**config.mk**
```make
export PLATFORM = sky130hd
export DESIGN_NAME = masked_alpha_pixel_blend_unit
export DESIGN_NICKNAME = d
export VERILOG_FILES = /design/src/hw/rtl/mapb_pkg.sv /design/src/hw/rtl/mapb_chan_mix.sv /design/src/hw/rtl/mapb_blend_core.sv /design/src/hw/rtl/masked_alpha_pixel_blend_unit.sv
export SDC_FILE = /design/constraint.sdc
export NUM_CORES = 1
export LEC_CHECK = 0
export ABC_AREA = 1
export BUFFER_PORTS_ARGS = -buffer_cell sky130_fd_sc_hd__buf_2
export CAP_MARGIN = 10
export CORE_ASPECT_RATIO = 0.8
export CORE_MARGIN = 3
export CORE_UTILIZATION = 30
export DETAILED_ROUTE_END_ITERATION = 8
export PLACE_DENSITY = 0.51
export SLEW_MARGIN = 20
export SYNTH_ARGS = -nofsm -noshare
export SYNTH_HDL_FRONTEND = slang
export SYNTH_SLANG_ARGS = --single-unit
```
**constraint.sdc**
```tcl
create_clock -name clock -period 10.1 [get_ports clock]
set_input_delay 1.515 -clock clock [delete_from_list [all_inputs] [get_ports clock]]
set_output_delay 1.515 -clock clock [all_outputs]
set_load 0.01 [all_outputs]
```
**src/hw/rtl/mapb_pkg.sv**
```systemverilog
// types and constants of the masked alpha pixel blend unit
package mapb_pkg;

   typedef enum logic [2:0] {
      FMT_555  = 3'd0,
      FMT_565  = 3'd1,
      FMT_888  = 3'd2,
      FMT_8888 = 3'd3,
      FMT_8BIT = 3'd4
   } pix_fmt_type;

   localparam pix_fmt_type FMT_RESET = FMT_8888;

   localparam logic [15:0] KEY_555  = 16'h7C1F;
   localparam logic [15:0] KEY_565  = 16'hF81F;
   localparam logic [23:0] KEY_888  = 24'hFF00FF;
   localparam logic [31:0] KEY_8888 = 32'h00FF00FF;

   localparam logic [7:0] MASK_OPAQUE = 8'hFF;

   typedef struct packed {
      logic [31:0] pixel;
      logic        write;
   } blend_result_type;

endpackage

```
**src/hw/rtl/mapb_chan_mix.sv**
```systemverilog
// one color channel: s + ((m * (d - s)) >>> 8), channels zero-extended to 8 bits
module mapb_chan_mix (
   input  logic [7:0] src_chan,
   input  logic [7:0] dst_chan,
   input  logic [7:0] mask,
   output logic [7:0] mix_chan
);
   logic signed [8:0]  diff;
   logic signed [17:0] prod;
   logic signed [9:0]  step;
   logic signed [9:0]  sum;

   assign diff = $signed({1'b0, dst_chan}) - $signed({1'b0, src_chan});
   assign prod = $signed({1'b0, mask}) * diff;
   // upper bits of the product are the floor of prod / 256
   assign step = prod[17:8];
   assign sum  = $signed({2'b00, src_chan}) + step;
   // result lies between src and dst, so it fits the channel
   assign mix_chan = sum[7:0];
endmodule

```
**src/hw/rtl/mapb_blend_core.sv**
```systemverilog
// unpack, blend, key test and repack of one pixel
module mapb_blend_core (
   input  mapb_pkg::pix_fmt_type      fmt,
   input  logic [31:0]                src,
   input  logic [31:0]                dst,
   input  logic [7:0]                 mask,
   output mapb_pkg::blend_result_type result
);
   import mapb_pkg::*;

   logic [7:0] src_r, src_g, src_b;
   logic [7:0] dst_r, dst_g, dst_b;
   logic [7:0] mix_r, mix_g, mix_b;
   logic       fmt_ok;
   logic       key_hit;
   logic [31:0] packed_pixel;
   logic        do_write;

   always_comb begin
      src_r   = 8'd0;
      src_g   = 8'd0;
      src_b   = 8'd0;
      dst_r   = 8'd0;
      dst_g   = 8'd0;
      dst_b   = 8'd0;
      fmt_ok  = 1'b1;
      key_hit = 1'b0;
      case (fmt)
         FMT_555: begin
            src_r   = {3'd0, src[14:10]};
            src_g   = {3'd0, src[9:5]};
            src_b   = {3'd0, src[4:0]};
            dst_r   = {3'd0, dst[14:10]};
            dst_g   = {3'd0, dst[9:5]};
            dst_b   = {3'd0, dst[4:0]};
            key_hit = (src[15:0] == KEY_555);
         end
         FMT_565: begin
            src_r   = {3'd0, src[15:11]};
            src_g   = {2'd0, src[10:5]};
            src_b   = {3'd0, src[4:0]};
            dst_r   = {3'd0, dst[15:11]};
            dst_g   = {2'd0, dst[10:5]};
            dst_b   = {3'd0, dst[4:0]};
            key_hit = (src[15:0] == KEY_565);
         end
         FMT_888: begin
            src_r   = src[23:16];
            src_g   = src[15:8];
            src_b   = src[7:0];
            dst_r   = dst[23:16];
            dst_g   = dst[15:8];
            dst_b   = dst[7:0];
            key_hit = (src[23:0] == KEY_888);
         end
         FMT_8888: begin
            src_r   = src[23:16];
            src_g   = src[15:8];
            src_b   = src[7:0];
            dst_r   = dst[23:16];
            dst_g   = dst[15:8];
            dst_b   = dst[7:0];
            key_hit = (src == KEY_8888);
         end
         default: begin
            // 8-bit and unused codes never write
            fmt_ok = 1'b0;
         end
      endcase
   end

   mapb_chan_mix u_mix_r (.src_chan(src_r), .dst_chan(dst_r), .mask(mask), .mix_chan(mix_r));
   mapb_chan_mix u_mix_g (.src_chan(src_g), .dst_chan(dst_g), .mask(mask), .mix_chan(mix_g));
   mapb_chan_mix u_mix_b (.src_chan(src_b), .dst_chan(dst_b), .mask(mask), .mix_chan(mix_b));

   always_comb begin
      case (fmt)
         FMT_555:  packed_pixel = {17'd0, mix_r[4:0], mix_g[4:0], mix_b[4:0]};
         FMT_565:  packed_pixel = {16'd0, mix_r[4:0], mix_g[5:0], mix_b[4:0]};
         FMT_888:  packed_pixel = {dst[31:24], mix_r, mix_g, mix_b};
         FMT_8888: packed_pixel = {8'd0, mix_r, mix_g, mix_b};
         default:  packed_pixel = dst;
      endcase
   end

   assign do_write     = fmt_ok && !key_hit && (mask != MASK_OPAQUE);
   assign result.write = do_write;
   assign result.pixel = do_write ? packed_pixel : dst;
endmodule

```
**src/hw/rtl/masked_alpha_pixel_blend_unit.sv**
```systemverilog
// an item taken into the input register reaches the rsp_ ports through the result register
// throughput: one item per cycle; busy stays low, so start may be high every cycle
// path: input register, one blend core (three 8x9 channel multiplies), result register
// reset: synchronous active high; clears the item valid and strobe, format returns to 32-bit
// the receiver cannot stall: strobe marks each result for exactly one cycle
module masked_alpha_pixel_blend_unit (
   input  logic        clock,
   input  logic        reset,
   input  logic        start,
   output logic        busy,
   input  logic [31:0] req_source_pixel,
   input  logic [31:0] req_dest_pixel,
   input  logic [7:0]  req_mask_alpha,
   input  logic        csr_write_enable,
   input  logic [2:0]  csr_write_data,
   output logic        strobe,
   output logic [31:0] rsp_blended_pixel,
   output logic        rsp_write_enable
);
   import mapb_pkg::*;

   pix_fmt_type      fmt_ff, fmt_in;
   logic             in_valid_ff, in_valid_in;
   logic [31:0]      src_ff, dst_ff;
   logic [7:0]       mask_ff;
   logic             strobe_ff;
   logic [31:0]      pixel_ff;
   logic             we_ff;
   blend_result_type result;

   assign busy        = 1'b0;
   assign in_valid_in = start && !busy;
   assign fmt_in      = csr_write_enable ? pix_fmt_type'(csr_write_data) : fmt_ff;

   always_ff @(posedge clock) begin
      if (reset) begin
         fmt_ff      <= FMT_RESET;
         in_valid_ff <= 1'b0;
         strobe_ff   <= 1'b0;
      end else begin
         fmt_ff      <= fmt_in;
         in_valid_ff <= in_valid_in;
         strobe_ff   <= in_valid_ff;
      end
   end

   always_ff @(posedge clock) begin
      if (in_valid_in) begin
         src_ff  <= req_source_pixel;
         dst_ff  <= req_dest_pixel;
         mask_ff <= req_mask_alpha;
      end
      if (in_valid_ff) begin
         pixel_ff <= result.pixel;
         we_ff    <= result.write;
      end
   end

   mapb_blend_core u_core (
      .fmt    (fmt_ff),
      .src    (src_ff),
      .dst    (dst_ff),
      .mask   (mask_ff),
      .result (result)
   );

   assign strobe            = strobe_ff;
   assign rsp_blended_pixel = pixel_ff;
   assign rsp_write_enable  = we_ff;
endmodule

```
Word-level counts from Yosys, hierarchy flattened
Index checks and enable logic that the tools add are counted.
{"block": "op_classes", "addsub": 6, "n_eq_ne": 8, "mux": 10, "mul": 3, "reduce_logical": 7}
{"operator": "$pmux W32 S4", "count": 1}
{"operator": "$pmux W8 S3", "count": 4}
{"operator": "$mul A9 B9 Y16", "count": 3}
{"operator": "$eq A32 B24 Y1 const B", "count": 1}
{"operator": "$mux W32", "count": 1}
{"operator": "$pmux W8 S2", "count": 2}
{"operator": "$sub A8 B8 Y9", "count": 3}
{"operator": "$add A8 B8 Y8", "count": 3}
{"operator": "$eq A24 B24 Y1 const B", "count": 1}
{"operator": "$eq A16 B15 Y1 const B", "count": 1}
{"operator": "$eq A16 B16 Y1 const B", "count": 1}
{"operator": "$ne A8 B8 Y1 const B", "count": 1}
{"operator": "$eq A3 B2 Y1 const B", "count": 2}
{"operator": "$pmux W1 S4", "count": 1}
{"operator": "$reduce_or A2 Y1", "count": 2}
{"operator": "$reduce_or A4 Y1", "count": 1}
{"operator": "$eq A3 B1 Y1 const B", "count": 1}
{"operator": "$logic_not A3 Y1", "count": 1}
{"operator": "$logic_and A1 B1 Y1", "count": 2}
{"operator": "$logic_not A1 Y1", "count": 1}
{"operator": "$mux W1", "count": 1}
{"block": "word_totals", "reg_bits": 110, "out_inout_bits": 35, "word_cells": 42}

Longest topological paths before layout
Gate-level depths: netlist of the first run.
{"block": "logic_depth", "word_depth": 8, "ltp_mapped": 46, "ltp_nobuf": 45}

Hierarchy
Synthesis of the first run repeated with hierarchy kept, for this count alone.
{"block": "hier_totals", "cells_unflattened": 1752, "area_unflattened_um2": 14009.7}
{"module": "masked_alpha_pixel_blend_unit", "cells_per_inst": 129, "area_per_inst_um2": 3330.7, "instances": 1}
{"module": "mapb_chan_mix at u_core.u_mix_r", "cells_per_inst": 430, "area_per_inst_um2": 3066.7, "instances": 1}
{"module": "mapb_chan_mix at u_core.u_mix_g", "cells_per_inst": 433, "area_per_inst_um2": 3042.9, "instances": 1}
{"module": "mapb_chan_mix at u_core.u_mix_b", "cells_per_inst": 424, "area_per_inst_um2": 3017.9, "instances": 1}
{"module": "mapb_blend_core", "cells_per_inst": 336, "area_per_inst_um2": 1551.5, "instances": 1}

Worst setup path after synthesis of the first run
OpenSTA, ideal clock, no wires.
{"block": "synth_path", "kind": "register to register", "start": "reg fmt_ff[1]", "end": "reg pixel_ff[15] (netlist: rsp_blended_pixel[15]) (data pin)", "period_less_slack_ns": 7.539, "setup_ns": 0.256, "t_arrival_ns": 7.283, "path_slack_ns": 2.561, "required_ns": 9.844, "path_stages_with_launch": 45, "cell_sequence": "dfxtp_1 -> inv_2 -> nor2_4 -> inv_1 -> clkbuf_1 -> buf_1 -> o22ai_1 -> ha_1 -> inv_1 -> fa_1 -> nand2_1 -> nand2_1 -> nand2_1 -> o21bai_1 -> xor2_1 -> inv_1 -> nand2_1 -> fa_1 -> [9 not listed] -> a21oi_1 -> nor2_1 -> nand2_1 -> nand2_1 -> nand2_1 -> nand2_1 -> nand2_1 -> xnor2_1 -> inv_1 -> ha_1 -> nand2_1 -> o21a_1 -> nand2_1 -> nand3_1 -> nand2_1 -> nand2_1 -> nand3_1 -> a21oi_1"}
{"item": "start, declared", "line_no": "masked_alpha_pixel_blend_unit.sv:22", "source": "pix_fmt_type fmt_ff, fmt_in;"}
{"item": "start signal, assigned", "line_no": "masked_alpha_pixel_blend_unit.sv:41", "source": "fmt_ff <= fmt_in;"}
{"item": "end signal, assigned", "line_no": "masked_alpha_pixel_blend_unit.sv:54", "source": "pixel_ff <= result.pixel;"}
{"item": "end, declared", "line_no": "masked_alpha_pixel_blend_unit.sv:27", "source": "logic [31:0] pixel_ff;"}

==> impl_metrics.yaml, run 1 <==
outcome:
  outcome: "completed"
setup_path:
  critPathSlowestCell: "xor2_1"
  required_ps: 10200
  r2r-end: "rsp_blended_pixel[9]"
  critPathKind: "flop to flop"
  start_kind: "flop"
  cp.arrival_ps: 9230
  cp_common_cell: "nand2_1"
  cp-end-kind: "flop"
  max_stage_delay_ps: 630
  reg2reg_depth: 35
  rr_startpoint: "fmt_ff[1]"
  reg2reg_slack_ps: 970
  cp_max_fo: 32
yosys:
  synth_largest_area_cell: "edfxtp_1"
  synth_area_um2: 13100
  ys_warn_count: 0
  yosysSeqAreaShare: 0.248
  syn_inst: 1572
  synth_edf_count: 105
  syn_avg_cell_area_um2: 8.36
  synth_cell_types: 46
  synth_top_area_frac: 0.240
  yosys_most_used_dff: "edfxtp_1"
  synth_area_leaders: "edfxtp_1, fa_1, ha_1"
  syn_nets: 1946
  synth_most_common_cell: "inv_1"
  async_flop_share: 0
  yosys-top-cells-count: "inv_1, nand2_1, nor2_1"
  ys_ff_latch: 110
global_routing:
  grt_usage: 0.154
  grt_pass1_vias: 10183
  antenna_found_initial: 0
  grt_max_degree: 74
  grt_pass1_wl_um: 55200
  grt_overflow: 0
floorplanning:
  dieArea_um2: 46300
  die_w_um: 240
  core.rowCount: 67
  start_util: 0.308
  core_um2: 42600
  io_pins: 114
  dieHeight_um: 193
detailed_routing:
  via_per_inst: 4.65
  drt-initial-drc-count: 587
  wl_met3_um: 2120
  met1_length_um: 17000
  ant_nets: 0
  highest_layer: "met4"
  dr_wl_met2_um: 15500
  wire_per_inst_um: 15.8
  drc: 0
  vias: 10341
  dr.pass1.iters: 6
  drt-total-wl_um: 35200
clocking:
  htree_num_levels: 3
  clk_latency_ps: 380
  cts.clk_slew.worst_paths_ps: 90
  cts_setup_buffers: 0
  tritoncts: "built"
  clock-sinks: 110
  cts_made_buffers: 9
  cts_hold_buf: 0
  cts_resized: 0
  clockBufferDepth: 2
  clockRootBuffer: "clkbuf_16"
timing:
  period_needed_ps: 9130
  fmax_mhz: 110
  setup_tns_ps: 0
  setup_ws_ps: 972
  worst_pin_slew_ps: 1020
  rsz0062_at_grt: "false"
  finalCritPeriodShare: 0.904
  drv_slew: 0
  hold_viol_final: 0
  finalSetupViolCount: 0
  maxSlewHeadroom: 0.322
  fin_worst_skew_ps: 18.0
final_layout:
  final_layout_size_suffix_gt1_frac: 0.104
  final_util: 0.342
  antenna_cells: 0
  area_delta_synth_final_pct: 11.0
  fillCellCount: 4481
  nets: 2042
min_path:
  holdPathEnd: "rsp_blended_pixel[26]"
  worstHoldStart: "dst_ff[26]"
  min_path_type: "flop to flop"
  holdPathStages: 2
place:
  port_buffers: 112
  gp_congestion: 0.870
  post-dp-hpwl_um: 28800
  dpl_worst_slack_ps: 1100
flow_run:
  drv_cap: 0
[layout make-up]
class,count,area [um2],share of cell area
repair buffers,116,593,0.0407
clock inverters,7,98.8,0.00678
well taps,552,691,0.0474
flip-flops and latches,110,3250,0.223
inverters,360,1350,0.0927
multi-input cells,1071,8370,0.574
clock buffers,9,225,0.0154
[sequential cells by signal, summed over array words and instances, names as in the netlist]
register,flops
mask_ff,8
rsp_blended_pixel,32
strobe,1
dst_ff,32
rsp_write_enable,1
src_ff,32
fmt_ff,3
in_valid_ff,1
[critical path, delay by kind of cell, from the launching register on]
family          cells  cell delay, ps
xor+xnor            3            1000
flops               1             510
compound gates      6            1210
simple gates       10            1300
buf+inv             7            1050
fa+ha+maj           9            3780
[through the flow]
step / cells / hold slack, ps / cell area (um2)
after floorplan: 1572 / 511 / 13100
after global placement: 2209 / 522 / 14300
after detailed placement: 2209 / 529 / 14300
after CTS: 2225 / 552 / 14600
after global routing: 2225 / 591 / 14600
final: 2225 / 553 / 14600
[layer usage]
metal / vias up / GRT usage
met4: 0 / 0.0310
met2: 254 / 0.240
met3: 36 / 0.0357
li1: 5112 / -
met1: 4939 / 0.220
met5: - / 0
[how the worst max path moves through the flow]
| stage | startpoint | end | cells past startpoint |
|---|---|---|---|
| 5_1_grt | fmt_ff[1] | rsp_blended_pixel[14] | 37 |
| 6_report | fmt_ff[1] | rsp_blended_pixel[9] | 35 |
| 2_1_floorplan | fmt_ff[1] | rsp_blended_pixel[15] | 44 |
| 4_1_cts | fmt_ff[1] | rsp_blended_pixel[14] | 37 |
| 3_5_place_dp | fmt_ff[1] | rsp_blended_pixel[14] | 37 |
| 3_3_place_gp | fmt_ff[1] | rsp_blended_pixel[14] | 35 |
[cells by family after synthesis]
| logic type | count (synthesis) | synth area share |
|---|---|---|
| flops | 110 | 0.248 |
| buf+inv | 391 | 0.115 |
| simple gates | 588 | 0.185 |
| compound gates | 144 | 0.0666 |
| xor+xnor | 43 | 0.0287 |
| fa+ha+maj | 295 | 0.356 |
| other cells | 1 | 0.000285 |
[cell usage in the layout (no fill, tap or decap), types with 3 or more instances in the layout]
cell / instances
xnor2_1: 18
fa_1: 132
inv_1: 355
nand4_1: 18
a21o_1: 4
a21oi_1: 59
nand2_2: 4
dfxtp_1: 4
o221ai_1: 9
edfxtp_1: 105
buf_2: 111
inv_2: 4
nor2_1: 179
nor2_4: 3
or2_2: 19
buf_4: 5
o21a_1: 3
o21ai_1: 8
nor4_1: 3
clkbuf_16: 9
nand3_1: 46
xor2_1: 25
o21ai_2: 4
o22ai_1: 20
o21bai_1: 4
nor3_1: 9
a21oi_2: 4
inv_8: 3
ha_1: 163
o21ai_0: 20
nand2_1: 300
Power of run 1 is not shown: default switching activity piles up to over one toggle a cycle in this logic, so the estimate is an artifact.
==> run 2, diff against run 1 <==
--- a/config.mk
+++ b/config.mk
@@ -10,10 +10,11 @@
 export CAP_MARGIN = 10
 export CORE_ASPECT_RATIO = 0.8
 export CORE_MARGIN = 3
-export CORE_UTILIZATION = 30
+export CORE_UTILIZATION = 67
 export DETAILED_ROUTE_END_ITERATION = 8
-export PLACE_DENSITY = 0.51
+export PLACE_DENSITY = 0.93
 export SLEW_MARGIN = 20
 export SYNTH_ARGS = -nofsm -noshare
 export SYNTH_HDL_FRONTEND = slang
 export SYNTH_SLANG_ARGS = --single-unit
+export TNS_END_PERCENT = 30
==> constraint.sdc (replaced) <==
create_clock -name clock -period 10.75 [get_ports clock]
set_input_delay 1.6125 -clock clock [delete_from_list [all_inputs] [get_ports clock]]
set_output_delay 1.6125 -clock clock [all_outputs]
set_load 0.01 [all_outputs]
==> run 2 against run 1 <==
Global-route usage rose by 17 points. Clock skew down 1.5 ps. Hold slack worse by 9.6 ps. Largest cell class unchanged. Highest routed layer unchanged. Maximum frequency grew 0.74%. Setup slack better by 720 ps. Utilization up 40 points. Critical path type unchanged. Critical endpoint is now rsp_blended_pixel[15].
==> impl_metrics.yaml, run 2 (synthesized netlist as in run 1, its figures left out) <==
outcome:
  outcome: "completed"
timing:
  drv_slew: 0
  finalCritPeriodShare: 0.843
  setup_tns_ps: 0
  rsz0062_at_grt: "false"
  hold_viol_final: 0
  fmax_mhz: 110
  finalSetupViolCount: 0
  worst_pin_slew_ps: 1030
  fin_worst_skew_ps: 16.5
  period_needed_ps: 9060
  maxSlewHeadroom: 0.314
detailed_routing:
  via_per_inst: 5.76
  drt-initial-drc-count: 1271
  vias: 11103
  ant_nets: 0
  drc: 0
  drt-total-wl_um: 33800
  dr.pass1.iters: 9
  wire_per_inst_um: 17.5
place:
  post-dp-hpwl_um: 26400
  gp_congestion: 0.971
  port_buffers: 112
global_routing:
  grt_overflow: 0
  grt_pass1_vias: 11515
  grt_pass1_wl_um: 55400
  antenna_found_initial: 0
  grt_max_degree: 74
  grt_usage: 0.322
floorplanning:
  core.rowCount: 45
  dieArea_um2: 21300
  start_util: 0.688
  io_pins: 114
  die_w_um: 163
  core_um2: 19100
  dieHeight_um: 131
setup_path:
  cp_max_fo: 32
  start_kind: "flop"
  critPathSlowestCell: "inv_1"
  cp_common_cell: "nand2_1"
  cp-end-kind: "flop"
  max_stage_delay_ps: 590
  required_ps: 10880
  critPathKind: "flop to flop"
  cp.arrival_ps: 9190
clocking:
  clockRootBuffer: "clkbuf_16"
  tritoncts: "built"
  cts_resized: 0
  cts_setup_buffers: 0
  clk_latency_ps: 380
  cts_hold_buf: 0
  cts.clk_slew.worst_paths_ps: 100
  clock-sinks: 110
  cts_made_buffers: 9
  clockBufferDepth: 2
  htree_num_levels: 3
flow_run:
  drv_cap: 0
final_layout:
  final_common_cell: "inv_1"
  final_cell_mix: "inv_1, nand2_1, nor2_1, ha_1, fa_1"
  final_layout_size_suffix_gt1_frac: 0.102
  area_delta_synth_final_pct: 8.03
  antenna_cells: 0
  nets: 2040
  fillCellCount: 1299
min_path:
  min_path_type: "flop to flop"
==> run 2: worst paths after layout <==
check,from,cells after the start,slack [ps],endpoint
min,dst_ff[30],2,540,rsp_blended_pixel[30]
min reg2reg,dst_ff[30],2,540,rsp_blended_pixel[30]
max reg2reg,fmt_ff[1],43,1690,rsp_blended_pixel[15]
max,fmt_ff[1],43,1690,rsp_blended_pixel[15]
==> run 2: critical path: cells and delay by family (launching register included) <==
kind / cells / cell delay (ps)
XOR/XNOR: 2 / 660
buffers and inverters: 9 / 1180
AND/OR/NAND/NOR: 17 / 1700
flip-flops: 1 / 500
adder cells (fa/ha/maj): 9 / 3700
AO/OA/AOI/OAI: 6 / 1070
==> run 2: layer usage <==
layer  GRT usage  share of wire  up-vias
met3      0.0804          0.093      145
li1            -              -     5109
met2       0.534           0.48      620
met5           0              0        -
met1       0.412           0.39     5229
met4       0.119          0.042        0
==> run 2: layout make-up <==
type                            instances  area [um2]  area share
Clock buffer                            9         225      0.0159
Clock inverter                          7        88.8     0.00626
Inverter                              360        1350      0.0952
Multi-Input combinational cell       1071        8370       0.590
Sequential cell                       110        3250       0.229
Tap cell                              258         323      0.0227
Timing Repair Buffer                  114         578      0.0407
==> run 2: per-stage QoR <==
stage	utilization	cell area, um2	worst slack [ps]	hold WS (ps)	std cells
floorplan	-	13100	3210	511	1572
global placement	0.727	13900	2140	523	1913
detailed placement	0.727	13900	1920	533	1913
CTS	0.743	14200	1870	552	1929
global route	0.743	14200	1080	575	1929
finish	0.743	14200	1690	543	1929
Power of run 2 is left out for the same reason.
==> run 3, diff against run 2 <==
--- a/config.mk
+++ b/config.mk
@@ -5,14 +5,14 @@
 export SDC_FILE = /design/constraint.sdc
 export NUM_CORES = 1
 export LEC_CHECK = 0
-export ABC_AREA = 1
+export ABC_AREA = 0
 export BUFFER_PORTS_ARGS = -buffer_cell sky130_fd_sc_hd__buf_2
 export CAP_MARGIN = 10
 export CORE_ASPECT_RATIO = 0.8
 export CORE_MARGIN = 3
-export CORE_UTILIZATION = 67
+export CORE_UTILIZATION = 56
 export DETAILED_ROUTE_END_ITERATION = 8
-export PLACE_DENSITY = 0.93
+export PLACE_DENSITY = 0.84
 export SLEW_MARGIN = 20
 export SYNTH_ARGS = -nofsm -noshare
 export SYNTH_HDL_FRONTEND = slang
==> constraint.sdc (replaced) <==
create_clock -name clock -period 8.1 [get_ports clock]
set_input_delay 1.215 -clock clock [delete_from_list [all_inputs] [get_ports clock]]
set_output_delay 1.215 -clock clock [all_outputs]
set_load 0.01 [all_outputs]
==> run 3 against run 2 <==
Final area grew 8.2%. Utilization down 6.6 points. Sequential share of layout area down 1.7 points. Via count is 5.2% lower. Register-to-register slack worse by 1600 ps. Sequential cell count is the same. Setup slack worse by 1600 ps. Critical endpoint is now rsp_blended_pixel[7].
==> impl_metrics.yaml, run 3 <==
timing:
  rsz0062_at_grt: "true"
  maxSlewHeadroom: 0.378
  fmax_mhz: 125
  drv_slew: 0
  finalSetupViolCount: 0
  fin_worst_skew_ps: 8.60
  finalCritPeriodShare: 0.985
  hold_viol_final: 0
  hold-worst-slack_ps: 539
  period_needed_ps: 7980
  worst_pin_slew_ps: 933
yosys:
  syn_avg_cell_area_um2: 9.68
  yosys_most_used_dff: "edfxtp_1"
  syn_nets: 1720
  yosys-top-cells-count: "inv_1, ha_1, nand2_1"
  ys_ff_latch: 110
  synth_area_um2: 13000
  synth_top_area_frac: 0.242
  synth_largest_area_cell: "edfxtp_1"
  synth_most_common_cell: "inv_1"
  synth_edf_count: 105
  synth_area_leaders: "edfxtp_1, fa_1, ha_1"
  ys_warn_count: 0
  synth_cell_types: 69
  yosysSeqAreaShare: 0.250
  syn_inst: 1346
  async_flop_share: 0
min_path:
  holdPathEnd: "rsp_blended_pixel[26]"
  min_path_type: "flop to flop"
  worstHoldStart: "dst_ff[26]"
  holdPathStages: 1
setup_path:
  max_stage_delay_ps: 610
  reg2reg_slack_ps: 120
  cp_common_cell: "fa_1"
  cp.arrival_ps: 8200
  required_ps: 8320
  cp_max_fo: 4
  start_kind: "flop"
  critPathSlowestCell: "fa_1"
  critPathKind: "flop to flop"
  r2r-end: "rsp_blended_pixel[7]"
  cp-end-kind: "flop"
  reg2reg_depth: 33
  rr_startpoint: "src_ff[0]"
final_layout:
  final_layout_size_suffix_gt1_frac: 0.220
  final_common_cell: "inv_1"
  area_delta_synth_final_pct: 17.8
  antenna_cells: 0
  nets: 1911
  final_cell_mix: "inv_1, ha_1, nand2_1, fa_1, buf_2"
  finalInstanceArea_um2: 15400
floorplanning:
  die_w_um: 177
  core_um2: 22700
  io_pins: 114
  core.rowCount: 49
  dieArea_um2: 25200
  dieHeight_um: 142
  start_util: 0.575
clocking:
  clockRootBuffer: "clkbuf_16"
  cts_hold_buf: 0
  tritoncts: "built"
  clock-sinks: 110
  clockBufferDepth: 2
  cts.clk_slew.worst_paths_ps: 80
  clk_latency_ps: 360
  htree_num_levels: 3
  cts_made_buffers: 9
detailed_routing:
  ant_nets: 0
  via_per_inst: 5.69
  wire_per_inst_um: 18.2
  drc: 0
  vias: 10524
  drt-total-wl_um: 33700
  drt-initial-drc-count: 1055
  dr.pass1.iters: 5
global_routing:
  grt_usage: 0.265
  grt_pass1_wl_um: 53000
  antenna_found_initial: 0
  grt_max_degree: 74
  grt_overflow: 0
  grt_pass1_vias: 10837
place:
  post-dp-hpwl_um: 26400
  port_buffers: 112
  gp_congestion: 0.937
  placed_area_um2: 14500
outcome:
  outcome: "completed"
flow_run:
  drv_cap: 0
## run 3: changes by cell type in the layout (fill, tap and decap cells not counted), moves of 15 or more
cell      change
a21o_1       +15
a21oi_1      -22
and2_1       +80
buf_4       +106
inv_1       -142
mux2i_1      +19
nand2_1     -160
nand2b_1     +34
nand3_1      -37
nor2_1      -127
nor2b_1      +25
o22ai_1      -18
## run 3: stage by stage
stage	utilization	cells	setup TNS [ps]	setup WS (ps)
final	0.677	1848	0	120
after floorplan	-	1346	0	3.44
after global routing	0.677	1848	-640	-211
after detailed placement	0.641	1818	-365	-186
after global placement	0.641	1818	-63.1	-63.1
after CTS	0.655	1834	0	2.95
## run 3: layout make-up
cell class              count  area (um2)
flip-flops and latches    110        3260
repair buffers            224        1430
clock inverters             6        62.6
fillers                  1607        7330
well taps                 306         383
multi-input cells         975        9170
clock buffers              10         229
inverters                 217         815
## run 3: metal layers
| layer | up-vias | wire length, um | track usage |
|---|---|---|---|
| met5 | - | 76 | 0 |
| met4 | 2 | 835 | 0.0632 |
| met3 | 82 | 2880 | 0.0619 |
| met2 | 467 | 16400 | 0.454 |
| met1 | 5177 | 13500 | 0.345 |
| li1 | 4796 | - | - |
## run 3: cells by family (layout without fill, tap and decap cells)
group	count (synthesis)	count (layout)	share of synthesized area
AND/OR/NAND/NOR	423	423	0.170
adder cells (fa/ha/maj)	295	295	0.359
XOR/XNOR	58	58	0.0421
multiplexers	22	22	0.0175
AO/OA/AOI/OAI	176	176	0.0853
other	1	1	0.000288
buffers and inverters	261	457	0.0763
flip-flops	110	110	0.250
## run 3: critical path, delay by kind of cell (launching register included)
kind,cells,cell delay (ps)
xor+xnor,2,310
buf+inv,4,230
simple gates,8,1590
fa+ha+maj,9,3680
mux,1,250
compound gates,9,1370
flops,1,400
## run 3: how the worst max path moves through the flow
stage,slack (ps),cells past startpoint,from,to
floorplan,3,36,fmt_ff[1],rsp_blended_pixel[23]
global placement,-60,31,fmt_ff[1],rsp_blended_pixel[7]
detailed placement,-190,36,fmt_ff[0],rsp_blended_pixel[23]
CTS,3,33,src_ff[0],rsp_blended_pixel[7]
global route,-210,37,fmt_ff[0],rsp_blended_pixel[23]
finish,120,33,src_ff[0],rsp_blended_pixel[7]
## run 3: timing repair
action,in CTS,in global routing
buffers inserted,0,14
pin swaps,1,48
setup endpoints to repair,5,17
resized for setup,14,104
Power of run 3 is left out for the same reason.
